[config.mk]
export PLATFORM = sky130hd
export DESIGN_NAME = lru_block_cache_controller_core
export DESIGN_NICKNAME = d
export VERILOG_FILES = /design/src/hw/rtl/lbcc_pkg.sv /design/src/hw/rtl/lbcc_datapath.sv /design/src/hw/rtl/lbcc_controller.sv /design/src/hw/rtl/lru_block_cache_controller_core.sv
export SDC_FILE = /design/constraint.sdc
export NUM_CORES = 2
export LEC_CHECK = 0
export BUFFER_PORTS_ARGS = -buffer_cell sky130_fd_sc_hd__buf_2
export CAP_MARGIN = 20
export CORE_UTILIZATION = 55
export DETAILED_ROUTE_END_ITERATION = 6
export PLACE_DENSITY = 0.78
export SYNTH_ARGS = -nofsm -noshare
export SYNTH_HDL_FRONTEND = slang
export SYNTH_SLANG_ARGS = --single-unit
export TNS_END_PERCENT = 5
[constraint.sdc]
create_clock -name clk -period 6.62 [get_ports clk]
set_input_delay 0.662 -clock clk [delete_from_list [all_inputs] [get_ports clk]]
set_output_delay 0.662 -clock clk [all_outputs]
set_load 0.02 [all_outputs]
[src/hw/rtl/lbcc_pkg.sv]
// Package for the block cache controller: request and status codes,
// the controller-to-datapath command set and the datapath status bundle.
// No dependencies.
package lbcc_pkg;

    localparam int POS_W           = 40;
    localparam int SLOT_W          = 4;
    localparam int REQ_W           = 2;
    localparam int STATUS_W        = 2;
    localparam int MAX_RESULTS     = 16;
    localparam int CNT_W           = $clog2(MAX_RESULTS);
    localparam int DEF_NUM_SLOTS   = 16;
    localparam int DEF_BLOCK_BYTES = 512;

    localparam logic [REQ_W-1:0] REQ_GET     = 2'd0;
    localparam logic [REQ_W-1:0] REQ_RELEASE = 2'd1;
    localparam logic [REQ_W-1:0] REQ_FLUSH   = 2'd2;

    localparam logic [STATUS_W-1:0] ST_OK      = 2'd0;
    localparam logic [STATUS_W-1:0] ST_INVALID = 2'd1;
    localparam logic [STATUS_W-1:0] ST_BUSY    = 2'd2;
    localparam logic [STATUS_W-1:0] ST_WAIT    = 2'd3;

    typedef enum logic [2:0] {
        CMD_NONE,
        CMD_LOAD,
        CMD_EVAL,
        CMD_GET,
        CMD_RELEASE,
        CMD_INVALID,
        CMD_FLUSH_START,
        CMD_FLUSH_STEP
    } cmd_t;

    typedef struct packed {
        logic [REQ_W-1:0] req;
        logic             flush_last;
    } dp_stat_t;

endpackage

[src/hw/rtl/lbcc_datapath.sv]
// Datapath of the block cache controller: slot tags, flags, recency ranks,
// tag match, victim choice, flush sweep and the result registers.
// Depends on lbcc_pkg.
module lbcc_datapath #(
    parameter int NUM_SLOTS   = lbcc_pkg::DEF_NUM_SLOTS,
    parameter int BLOCK_BYTES = lbcc_pkg::DEF_BLOCK_BYTES
) (
    input  logic                                clk,
    input  logic                                rst_n,
    input  lbcc_pkg::cmd_t                      cmd,
    output lbcc_pkg::dp_stat_t                  stat,
    input  logic [lbcc_pkg::REQ_W-1:0]          req_type,
    input  logic [lbcc_pkg::POS_W-1:0]          byte_position,
    input  logic [lbcc_pkg::SLOT_W-1:0]         release_slot,
    input  logic                                was_written,
    output logic                                strobe,
    output logic [lbcc_pkg::STATUS_W-1:0]       status,
    output logic                                hit,
    output logic [lbcc_pkg::SLOT_W-1:0]         slot,
    output logic                                write_back,
    output logic [lbcc_pkg::POS_W-1:0]          write_back_position,
    output logic                                fetch,
    output logic                                last
);
    import lbcc_pkg::*;

    localparam int RW = $clog2(NUM_SLOTS);
    localparam int BO = $clog2(BLOCK_BYTES);
    localparam int TW = POS_W - BO;

    typedef logic [NUM_SLOTS-1:0] vec_t;
    typedef logic [RW-1:0]        rank_t;

    logic [TW-1:0] tag_reg [NUM_SLOTS];
    logic [TW-1:0] tag_next [NUM_SLOTS];
    rank_t rank_reg [NUM_SLOTS];
    rank_t rank_next [NUM_SLOTS];
    vec_t valid_reg, valid_next, dirty_reg, dirty_next, pinned_reg, pinned_next;
    vec_t hitv_reg, hitv_next, vict_reg, vict_next, rem_reg, rem_next;
    logic [CNT_W-1:0] cnt_reg, cnt_next;
    logic [REQ_W-1:0] req_reg, req_next;
    logic [POS_W-1:0] pos_reg, pos_next;
    logic [SLOT_W-1:0] rslot_reg, rslot_next;
    logic written_reg, written_next;

    logic strobe_reg, strobe_next;
    logic [STATUS_W-1:0] status_reg, status_next;
    logic hit_reg, hit_next, wb_reg, wb_next, fetch_reg, fetch_next, last_reg, last_next;
    logic [SLOT_W-1:0] slot_reg, slot_next;
    logic [POS_W-1:0] wbp_reg, wbp_next;

    vec_t match, vict, hit_first, fsel, gsel;
    logic seen, flush_last;
    rank_t old_rank;
    logic [TW-1:0] sel_tag;
    logic [SLOT_W-1:0] sel_slot;
    logic sel_valid, sel_dirty, sel_pinned;

    always_comb
    begin
        for (int j = 0; j < NUM_SLOTS; j++)
        begin
            match[j] = valid_reg[j] && (tag_reg[j] == pos_reg[POS_W-1:BO]);
            vict[j]  = !pinned_reg[j];
            for (int k = 0; k < NUM_SLOTS; k++)
            begin
                if (k != j && !pinned_reg[k] && rank_reg[k] > rank_reg[j])
                begin
                    vict[j] = 1'b0;
                end
            end
            // Flush visits the remaining slot of lowest rank first.
            fsel[j] = rem_reg[j];
            for (int k = 0; k < NUM_SLOTS; k++)
            begin
                if (rem_reg[k] && rank_reg[k] < rank_reg[j])
                begin
                    fsel[j] = 1'b0;
                end
            end
        end
        seen = 1'b0;
        for (int j = 0; j < NUM_SLOTS; j++)
        begin
            hit_first[j] = hitv_reg[j] && !seen;
            seen = seen | hitv_reg[j];
        end
    end

    assign flush_last = ((rem_reg & ~fsel) == '0) || (cnt_reg == CNT_W'(MAX_RESULTS - 1));
    assign stat.req = req_reg;
    assign stat.flush_last = flush_last;

    // One-hot selection of the slot a get or a flush step works on.
    always_comb
    begin
        if (cmd == CMD_FLUSH_STEP)
        begin
            gsel = fsel;
        end
        else if (hitv_reg != '0)
        begin
            gsel = hit_first;
        end
        else
        begin
            gsel = vict_reg;
        end
        sel_tag = '0;
        sel_slot = '0;
        old_rank = '0;
        sel_valid = 1'b0;
        sel_dirty = 1'b0;
        sel_pinned = 1'b0;
        for (int j = 0; j < NUM_SLOTS; j++)
        begin
            if (gsel[j])
            begin
                sel_tag = sel_tag | tag_reg[j];
                sel_slot = sel_slot | SLOT_W'(j);
                old_rank = old_rank | rank_reg[j];
                sel_valid = sel_valid | valid_reg[j];
                sel_dirty = sel_dirty | dirty_reg[j];
                sel_pinned = sel_pinned | pinned_reg[j];
            end
        end
    end

    always_comb
    begin
        tag_next = tag_reg;
        rank_next = rank_reg;
        valid_next = valid_reg;
        dirty_next = dirty_reg;
        pinned_next = pinned_reg;
        hitv_next = hitv_reg;
        vict_next = vict_reg;
        rem_next = rem_reg;
        cnt_next = cnt_reg;
        req_next = req_reg;
        pos_next = pos_reg;
        rslot_next = rslot_reg;
        written_next = written_reg;
        strobe_next = 1'b0;
        status_next = status_reg;
        hit_next = hit_reg;
        slot_next = slot_reg;
        wb_next = wb_reg;
        wbp_next = wbp_reg;
        fetch_next = fetch_reg;
        last_next = last_reg;
        if (cmd == CMD_GET || cmd == CMD_RELEASE || cmd == CMD_INVALID
            || cmd == CMD_FLUSH_STEP)
        begin
            strobe_next = 1'b1;
            status_next = ST_OK;
            hit_next = 1'b0;
            slot_next = '0;
            wb_next = 1'b0;
            wbp_next = '0;
            fetch_next = 1'b0;
            last_next = 1'b1;
        end
        unique case (cmd)
            CMD_NONE:
            begin
            end
            CMD_LOAD:
            begin
                req_next = req_type;
                pos_next = byte_position;
                rslot_next = release_slot;
                written_next = was_written;
            end
            CMD_EVAL:
            begin
                hitv_next = match;
                vict_next = vict;
            end
            CMD_GET:
            begin
                if (pos_reg[BO-1:0] != '0)
                begin
                    status_next = ST_INVALID;
                end
                else if (hitv_reg != '0 && sel_pinned)
                begin
                    status_next = ST_WAIT;
                    hit_next = 1'b1;
                    slot_next = sel_slot;
                end
                else if (hitv_reg == '0 && vict_reg == '0)
                begin
                    status_next = ST_BUSY;
                end
                else
                begin
                    slot_next = sel_slot;
                    hit_next = (hitv_reg != '0);
                    if (hitv_reg == '0)
                    begin
                        fetch_next = 1'b1;
                        wb_next = sel_valid && sel_dirty;
                        if (sel_valid && sel_dirty)
                        begin
                            wbp_next = {sel_tag, {BO{1'b0}}};
                        end
                    end
                    for (int j = 0; j < NUM_SLOTS; j++)
                    begin
                        if (gsel[j])
                        begin
                            pinned_next[j] = 1'b1;
                            rank_next[j] = '0;
                            if (hitv_reg == '0)
                            begin
                                tag_next[j] = pos_reg[POS_W-1:BO];
                                valid_next[j] = 1'b1;
                                dirty_next[j] = 1'b0;
                            end
                        end
                        else if (rank_reg[j] < old_rank)
                        begin
                            rank_next[j] = rank_reg[j] + 1'b1;
                        end
                    end
                end
            end
            CMD_RELEASE:
            begin
                slot_next = rslot_reg;
                for (int j = 0; j < NUM_SLOTS; j++)
                begin
                    if (32'(rslot_reg) == j)
                    begin
                        pinned_next[j] = 1'b0;
                        dirty_next[j] = dirty_reg[j] | written_reg;
                    end
                end
            end
            CMD_INVALID:
            begin
                status_next = ST_INVALID;
            end
            CMD_FLUSH_START:
            begin
                rem_next = valid_reg & dirty_reg & ~pinned_reg;
                cnt_next = '0;
            end
            CMD_FLUSH_STEP:
            begin
                if (rem_reg != '0)
                begin
                    slot_next = sel_slot;
                    wb_next = 1'b1;
                    wbp_next = {sel_tag, {BO{1'b0}}};
                    last_next = flush_last;
                    dirty_next = dirty_reg & ~fsel;
                    rem_next = rem_reg & ~fsel;
                    cnt_next = cnt_reg + 1'b1;
                end
            end
            default:
            begin
            end
        endcase
    end

    always_ff @(posedge clk or negedge rst_n)
    begin
        if (!rst_n)
        begin
            valid_reg <= '0;
            dirty_reg <= '0;
            pinned_reg <= '0;
            rem_reg <= '0;
            cnt_reg <= '0;
            strobe_reg <= 1'b0;
            for (int j = 0; j < NUM_SLOTS; j++)
            begin
                rank_reg[j] <= RW'(j);
            end
        end
        else
        begin
            valid_reg <= valid_next;
            dirty_reg <= dirty_next;
            pinned_reg <= pinned_next;
            rem_reg <= rem_next;
            cnt_reg <= cnt_next;
            strobe_reg <= strobe_next;
            rank_reg <= rank_next;
        end
    end

    always_ff @(posedge clk)
    begin
        tag_reg <= tag_next;
        hitv_reg <= hitv_next;
        vict_reg <= vict_next;
        req_reg <= req_next;
        pos_reg <= pos_next;
        rslot_reg <= rslot_next;
        written_reg <= written_next;
        status_reg <= status_next;
        hit_reg <= hit_next;
        slot_reg <= slot_next;
        wb_reg <= wb_next;
        wbp_reg <= wbp_next;
        fetch_reg <= fetch_next;
        last_reg <= last_next;
    end

    assign strobe = strobe_reg;
    assign status = status_reg;
    assign hit = hit_reg;
    assign slot = slot_reg;
    assign write_back = wb_reg;
    assign write_back_position = wbp_reg;
    assign fetch = fetch_reg;
    assign last = last_reg;

endmodule

[src/hw/rtl/lbcc_controller.sv]
// Sequencing state machine of the block cache controller.
// Depends on lbcc_pkg.
module lbcc_controller (
    input  logic               clk,
    input  logic               rst_n,
    input  logic               start,
    output logic               busy,
    input  lbcc_pkg::dp_stat_t stat,
    output lbcc_pkg::cmd_t     cmd
);
    import lbcc_pkg::*;

    typedef enum logic [1:0] {S_IDLE, S_EVAL, S_ACT, S_FLUSH} state_t;

    state_t state_reg;
    logic busy_reg;

    always_comb
    begin
        unique case (state_reg)
            S_IDLE:  cmd = start ? CMD_LOAD : CMD_NONE;
            S_EVAL:  cmd = (stat.req == REQ_FLUSH) ? CMD_FLUSH_START : CMD_EVAL;
            S_ACT:
            begin
                if (stat.req == REQ_GET)
                begin
                    cmd = CMD_GET;
                end
                else if (stat.req == REQ_RELEASE)
                begin
                    cmd = CMD_RELEASE;
                end
                else
                begin
                    cmd = CMD_INVALID;
                end
            end
            S_FLUSH: cmd = CMD_FLUSH_STEP;
            default: cmd = CMD_NONE;
        endcase
    end

    always_ff @(posedge clk or negedge rst_n)
    begin
        if (!rst_n)
        begin
            state_reg <= S_IDLE;
            busy_reg <= 1'b0;
        end
        else
        begin
            unique case (state_reg)
                S_IDLE:
                begin
                    if (start)
                    begin
                        state_reg <= S_EVAL;
                        busy_reg <= 1'b1;
                    end
                end
                S_EVAL:
                begin
                    state_reg <= (stat.req == REQ_FLUSH) ? S_FLUSH : S_ACT;
                end
                S_ACT:
                begin
                    state_reg <= S_IDLE;
                    busy_reg <= 1'b0;
                end
                S_FLUSH:
                begin
                    if (stat.flush_last)
                    begin
                        state_reg <= S_IDLE;
                        busy_reg <= 1'b0;
                    end
                end
                default:
                begin
                    state_reg <= S_IDLE;
                    busy_reg <= 1'b0;
                end
            endcase
        end
    end

    assign busy = busy_reg;

endmodule

[src/hw/rtl/lru_block_cache_controller_core.sv]
// Get, release and unknown requests: busy in the evaluate and act states, then one
// word on the result ports, registered from act; a new request may be started in
// the cycle of that word. Flush: busy in evaluate and the sweep, one word per cycle
// for each dirty unpinned slot (at most 16, at least one word); busy drops in the
// cycle of the last word. The receiver cannot stall, so no word is ever held.
// Reset (rst_n low, asynchronous) empties every slot and restores rank order.
module lru_block_cache_controller_core #(
    parameter int NUM_SLOTS   = lbcc_pkg::DEF_NUM_SLOTS,
    parameter int BLOCK_BYTES = lbcc_pkg::DEF_BLOCK_BYTES
) (
    input  logic                          clk,
    input  logic                          rst_n,
    input  logic                          start,
    output logic                          busy,
    input  logic [lbcc_pkg::REQ_W-1:0]    req_type,
    input  logic [lbcc_pkg::POS_W-1:0]    byte_position,
    input  logic [lbcc_pkg::SLOT_W-1:0]   release_slot,
    input  logic                          was_written,
    output logic                          strobe,
    output logic [lbcc_pkg::STATUS_W-1:0] status,
    output logic                          hit,
    output logic [lbcc_pkg::SLOT_W-1:0]   slot,
    output logic                          write_back,
    output logic [lbcc_pkg::POS_W-1:0]    write_back_position,
    output logic                          fetch,
    output logic                          last
);
    import lbcc_pkg::*;

    // The controller steps through load, evaluate and act (or the flush
    // sweep); the datapath owns all slot state and the result registers.
    // The tag match and victim search are one parallel comparison stage;
    // the flush sweep emits one slot a cycle.
    cmd_t cmd;
    dp_stat_t stat;

    lbcc_controller u_ctrl (
        .clk   (clk),
        .rst_n (rst_n),
        .start (start),
        .busy  (busy),
        .stat  (stat),
        .cmd   (cmd)
    );

    lbcc_datapath #(
        .NUM_SLOTS   (NUM_SLOTS),
        .BLOCK_BYTES (BLOCK_BYTES)
    ) u_dp (
        .clk                 (clk),
        .rst_n               (rst_n),
        .cmd                 (cmd),
        .stat                (stat),
        .req_type            (req_type),
        .byte_position       (byte_position),
        .release_slot        (release_slot),
        .was_written         (was_written),
        .strobe              (strobe),
        .status              (status),
        .hit                 (hit),
        .slot                (slot),
        .write_back          (write_back),
        .write_back_position (write_back_position),
        .fetch               (fetch),
        .last                (last)
    );

endmodule
==> results of run 1 <==
-- per-stage QoR --
step	std cells	hold slack [ns]	utilization
after CTS	6393	0.04171	0.6427
after floorplan	4705	0.3664	-
after global placement	6246	0.4374	0.6123
after detailed placement	6249	0.4448	0.6126
-- cell usage after synthesis (15+ instances only) --
| master | n | area share |
|---|---|---|
| a21o_1 | 17 | 0.0026 |
| clkbuf_1 | 184 | 0.014 |
| a22o_1 | 93 | 0.016 |
| nor2_1 | 115 | 0.0086 |
| o2111ai_1 | 17 | 0.0030 |
| or4_1 | 27 | 0.0041 |
| o22ai_1 | 103 | 0.013 |
| edfxtp_1 | 575 | 0.35 |
| nor3_1 | 56 | 0.0056 |
| buf_2 | 18 | 0.0018 |
| dfstp_2 | 32 | 0.017 |
| xnor2_1 | 112 | 0.020 |
| nor2b_1 | 95 | 0.012 |
| o21ai_0 | 137 | 0.014 |
| and3_1 | 24 | 0.0030 |
| o31ai_1 | 30 | 0.0045 |
| o2bb2ai_1 | 34 | 0.0060 |
| a22oi_1 | 31 | 0.0047 |
| o221ai_1 | 18 | 0.0032 |
| a31oi_1 | 63 | 0.0079 |
| nand4_1 | 210 | 0.026 |
| o21a_1 | 15 | 0.0023 |
| xor2_1 | 386 | 0.068 |
| dfxtp_1 | 50 | 0.020 |
| o211ai_1 | 70 | 0.011 |
| and2_1 | 17 | 0.0021 |
| a221oi_1 | 86 | 0.015 |
| ha_1 | 545 | 0.14 |
| inv_1 | 145 | 0.011 |
| or2_2 | 18 | 0.0023 |
| nor4_1 | 156 | 0.020 |
| nand2_1 | 367 | 0.028 |
| a221o_1 | 16 | 0.0032 |
| a21oi_1 | 324 | 0.032 |
| a222oi_1 | 37 | 0.0074 |
| mux2i_1 | 33 | 0.0066 |
| nand3_1 | 103 | 0.010 |
| dfrtp_1 | 104 | 0.052 |
| a211oi_1 | 16 | 0.0024 |
-- per-layer routing --
metal | GRT usage | GRT overflow
met3 | 0.4882 | 1
met2 | 0.8754 | 5
met5 | 0.1579 | 0
met4 | 0.6959 | 2
met1 | 0.7199 | 1
-- kinds of logic after synthesis --
group           count (synthesis)  share of synthesized area
buf+inv                       369                    0.02865
simple gates                 1273                     0.1354
mux                            38                   0.007746
xor+xnor                      498                    0.08738
fa+ha+maj                     545                     0.1366
flops                         761                     0.4350
compound gates               1221                     0.1693
==> results.txt, run 1 <==
----------------------------------------------------
[Outcome]
  Run status ... did not finish
  Stage where the run ended ... global routing
  Error ... [ERROR GRT-0232] Routing congestion too high. Check the congestion heatmap in the GUI.

[Synthesis]
  Number of distinct library cells after synthesis ... just under 90
  Synth warnings ... 0
  Post-synthesis average cell area ... between 10 and 15 um^2
  Dominant synthesized flop cell ... edfxtp_1
  Area of the mapped netlist ... approximately 50000 um^2
  Post-synth net total ... 5300
  Part of the Yosys area used for sequential elements ... 0.4350
  Number of enable flip-flop cells after synthesis ... around 580
  Async set or reset register ratio after synthesis ... 0.1787
  #FFs+latches synth ... approximately 760
  Instance count of the mapped netlist ... between 4000 and 5000

[Placed design]
  Post-placement worst setup slack ... 0.3858 ns
  Final GP Congestion ... between 1 and 1.5
  DP HPWL ... ~210000 um
  Total of buffers placed on input and output ports ... about 100
  Total cell area at the placement stage ... approximately 55000 um^2

[GRT]
  Initial antenna violation count ... 55
  Total congestion overflow after global routing ... 9
  Largest net degree at the start of global routing ... between 80 and 90
  Overall Global Routing Usage ... 0.6939

[Clock network]
  Number of hold-repair buffers added at the cts stage ... 0
  Post-CTS setup buffers ... 0
  Root Buffer ... clkbuf_16
  Max clock buf depth ... 3
  CTS sink cnt ... roughly 760
  Number of instances resized during post-cts repair ... 0
  H-Tree Level Count ... 3
  Cts bufs inserted ... between 70 and 80

[Die]
  Count of pins on the block boundary ... 102
  Die X ... about 300 um
  Height of the chip ... ~300 um
  Placement row count ... 110
  Initial cell density of the core ... 0.5545

[Timing]
  Type of pin the worst path ends at ... sequential cell input
  Grt repair worst endpoint ... u_dp.rank_reg[56]$_DFFE_PN1P_/D

----------------------------------------------------
==> inputs of run 2 (changes only) <==
CORE_UTILIZATION = 40   (was 55)
PLACE_DENSITY = not set   (was 0.78)
PLACE_DENSITY_LB_ADDON = 0.15   (was not set)
clock period = 8.6 ns   (was 6.62 ns; I/O delays follow)
==> run 2 against run 1 <==
  * The flow now finishes, with violations (design-rule violations)
  * Synthesized cell count unchanged
  * Synthesized area unchanged
==> results.txt, run 2 <==
----------------------------------------------------
[Final layout]
  Layout Area Growth over Synthesis ... 13.91%
  Area occupied by multi-input gates ... 27080 um^2
  Number of flip-flops under the largest register name ... between 400 and 500
  Sequential cell area ... 21720 um^2
  Nets ... 5513
  Commonest non-fill, non-tap cell in the layout ... edfxtp_1
  Post-route design area ... 56860 um^2
  Number of inserted filler cells in the final layout ... between 10000 and 15000
  Final Util ... 0.4593
  Top library cells by usage in the layout, fill and taps aside ... edfxtp_1 (575), ha_1 (545), xor2_1 (386), nand2_1 (367), a21oi_1 (321)
  Share of final-layout standard cells stronger than drive strength 1 ... 0.1240

[Detailed routing]
  Initial DRT Pass Iterations ... 7
  Via density ... just under 7
  Count of routing violations after the opening detailed-route iteration ... 6244
  Overall via count from detail_route ... 45590
  Residual DRC count ... 4
  Routed wire per std cell ... approximately 42 um
  Sum of routed wire length over all layers ... roughly 280000 um
  Remaining number of nets flagged by the antenna check after routing ... 0

[Clock network]
  Clk pin slew, worst setup/hold paths ... approximately 0.07 ns
  Number of instances resized during post-cts repair ... 0
  Cts bufs inserted ... 86
  H-Tree Level Count ... 3
  Root Buffer ... clkbuf_16
  Post-CTS setup buffers ... 0
  CTS sink cnt ... approximately 760
  Clock latency on the worst-skew pair ... 0.75 ns
  Number of hold-repair buffers added at the cts stage ... 0
  Max clock buf depth ... 3
  CTS tree ... yes

[Die]
  Height of the chip ... between 300 and 400 um
  Placement row count ... approximately 130
  Die area ... about 130000 um^2
  Initial cell density of the core ... 0.4032
  Die X ... 355.3 um
  Count of pins on the block boundary ... 102
  Core Region ... around 120000 um^2

[Synthesis]
  Arithmetic-cell share of the synthesized area counting full adders, half adders and majority gates ... 0.1366
  Complex-gate fraction of the synthesized area ... 0.1693
  Instance count of the mapped netlist ... between 4000 and 5000
  Post-synthesis average cell area ... 10.61 um^2
  Area share of and/or/nand/nor cells after synthesis ... 0.1354
  Dominant synthesized flop cell ... edfxtp_1
  Async set or reset register ratio after synthesis ... 0.1787
  Area share of the largest cell type after synthesis ... 0.3459
  Most instantiated library cell after synthesis ... edfxtp_1
  Area of the mapped netlist ... roughly 50000 um^2
  Part of the Yosys area used for sequential elements ... 0.4350
  Synth warnings ... 0
  #FFs+latches synth ... between 700 and 800
  Top area cells in the synthesized netlist ... edfxtp_1 (35%), ha_1 (14%), xor2_1 (6.8%)
  Most common library cells after synthesis ... edfxtp_1 (575), ha_1 (545), xor2_1 (386)
  Number of enable flip-flop cells after synthesis ... 575
  Main combinational cell family by area after synthesis ... compound AO/OA/AOI/OAI gates
  Number of distinct library cells after synthesis ... between 80 and 90
  Post-synth net total ... 5300
  Synth area leader ... edfxtp_1
  Post-synthesis xor/xnor area fraction ... 0.08738
  Multiplexer fraction of the synthesized cell area ... 0.007746

[Timing]
  RSZ-0062 raised after global routing ... no
  Slew margin rel. ... 0.03210
  Share of the clock period used by the worst path ... 0.8713
  Final count of hold timing violations ... 0
  Minimum clock period ... approximately 7.5 ns
  Worst slew pin tran ... 1.452 ns
  Top achievable clock speed ... 0.1335 GHz
  Setup Skew ... roughly 0.086 ns
  Setup violators final ... 0
  Max-slew violation count ... 0
  Final-layout setup total negative slack ... 0 ns

[Placed design]
  Final GP Congestion ... about 1.1
  DP HPWL ... approximately 210000 um
  Total of buffers placed on input and output ports ... about 100
  Total cell area at the placement stage ... ~54000 um^2

[GRT]
  Global-route wire length before repair ... approximately 370000 um
  Total congestion overflow after global routing ... 0
  Initial antenna violation count ... 15
  Largest net degree at the start of global routing ... between 50 and 60
  Overall Global Routing Usage ... 0.4367
  Number of global-route vias before repair ... 42660

[Power]
  Max rail drop VDD ... ~0.19 mV
  Overall power of the completed layout ... about 0.012 W
  Power per Cell Area ... 207.0 nW/um^2
  Standby leakage power ... approximately 21 nW

[Setup path]
  Critical path peak fanout ... 16
  Worst path cell trace ... inv_1 > ha_1 > inv_1 > a21oi_1 > o21ai_0 > o21ai_0 > o221a_2 > a21oi_1 > a21oi_4 > inv_1 > buf_4 > o22ai_1 > a221oi_1 > o2111ai_1 > a2111oi_2 > buf_12 > ha_1 > o21a_1 > o21ai_0 > a21oi_1 > or4_1 > o211ai_1
  Data required, critical path ... approximately 9 ns
  Element type at the critical path end ... flop
  Worst setup SP type ... flop
  Number of buffers and inverters on the critical path ... 5
  Critical path arrival ... roughly 8.1 ns
  Classification of the worst setup path ... flop to flop
  Delay-heaviest family, CP ... compound AO/OA/AOI/OAI gates
  Worst stage delay on the critical path ... slightly below 0.9 ns
  Cell with the largest stage delay on the worst path ... dfstp_2

[Min path]
  Worst min-delay path category ... input port to async pin

[Outcome]
  Run status ... finished, violations left
  Failing checks ... design-rule violations

[Run]
  # Max-Cap Violations ... 0

----------------------------------------------------
## run 2: cell counts after synthesis
Identical to the previous run, type by type.
## run 2: metal layers
metal	routed length, um	vias to the layer above	GRT usage
li1	-	18880	-
met1	104400	22660	0.5208
met5	35	-	0
met4	30580	8	0.3956
met3	24100	939	0.08938
met2	122400	3106	0.6645
## run 2: logic make-up (layout without fill, tap and decap cells)
kind of cell	after synthesis	count (layout)
compound gates	1221	1221
mux	38	38
flops	761	761
buf+inv	369	656
other cells	0	10
simple gates	1273	1273
fa+ha+maj	545	545
xor+xnor	498	498
## run 2: stage by stage
step / std cells / hold WS [ns] / setup WS (ns)
6_report: 6639 / 0.1199 / 1.107
5_1_grt: 6629 / 0.1533 / 1.003
4_1_cts: 6620 / 0.1239 / 1.435
3_5_place_dp: 6458 / 0.4404 / 1.461
3_3_place_gp: 6453 / 0.4337 / 0.7697
2_1_floorplan: 4705 / 0.4753 / 1.494
## run 2: where the power goes
group | internal [W] | switching [W] | total (W) | leakage (nW)
combinational | 0.000806 | 0.00259 | 0.00340 | 12.5
sequential | 0.00426 | 0.000200 | 0.00446 | 7.27
clock | 0.00218 | 0.00173 | 0.00391 | 1.44
## run 2: worst reg2reg max path, stage by stage, from the launching register on
cell and delay, ns:
dfstp_2 0.89, inv_1 0.47, ha_1 0.34, inv_1 0.05, a21oi_1 0.05, o21ai_0 0.45, o21ai_0 0.33, o221a_2 0.41
a21oi_1 0.62, a21oi_4 0.05, inv_1 0.11, buf_4 0.22, o22ai_1 0.17, a221oi_1 0.61, o2111ai_1 0.26, a2111oi_2 0.44
buf_12 0.28, ha_1 0.28, o21a_1 0.19, o21ai_0 0.34, a21oi_1 0.18, or4_1 0.57, o211ai_1 0.09
## run 2: final cells by class
cell class / instances / area share
clock buffer: 116 / 0.04214
tap: 1637 / 0.03602
multi-input combinational: 3575 / 0.4763
antenna: 10 / 0.0004401
timing repair buffer: 345 / 0.04313
inverter: 149 / 0.009837
clock inverter: 46 / 0.01015
sequential: 761 / 0.3819
## run 2: final timing paths
kind	start	end	slack, ns	cells past startpoint
hold reg to reg	u_dp.pos_reg[24]	u_dp.tag_reg[356]	0.45	0
min in group clk	byte_position[28]	u_dp.pos_reg[28]	0.28	1
setup reg to reg	u_dp.rank_reg[48]	u_dp.rank_reg[22]	1.11	22
max in group asynchronous	rst_n	u_dp.rank_reg[18]	7.03	2
setup / recovery	u_dp.rank_reg[48]	u_dp.rank_reg[22]	1.11	22
hold / removal	rst_n	u_dp.rank_reg[55]	0.12	1
(Power assumes the default switching activity.)
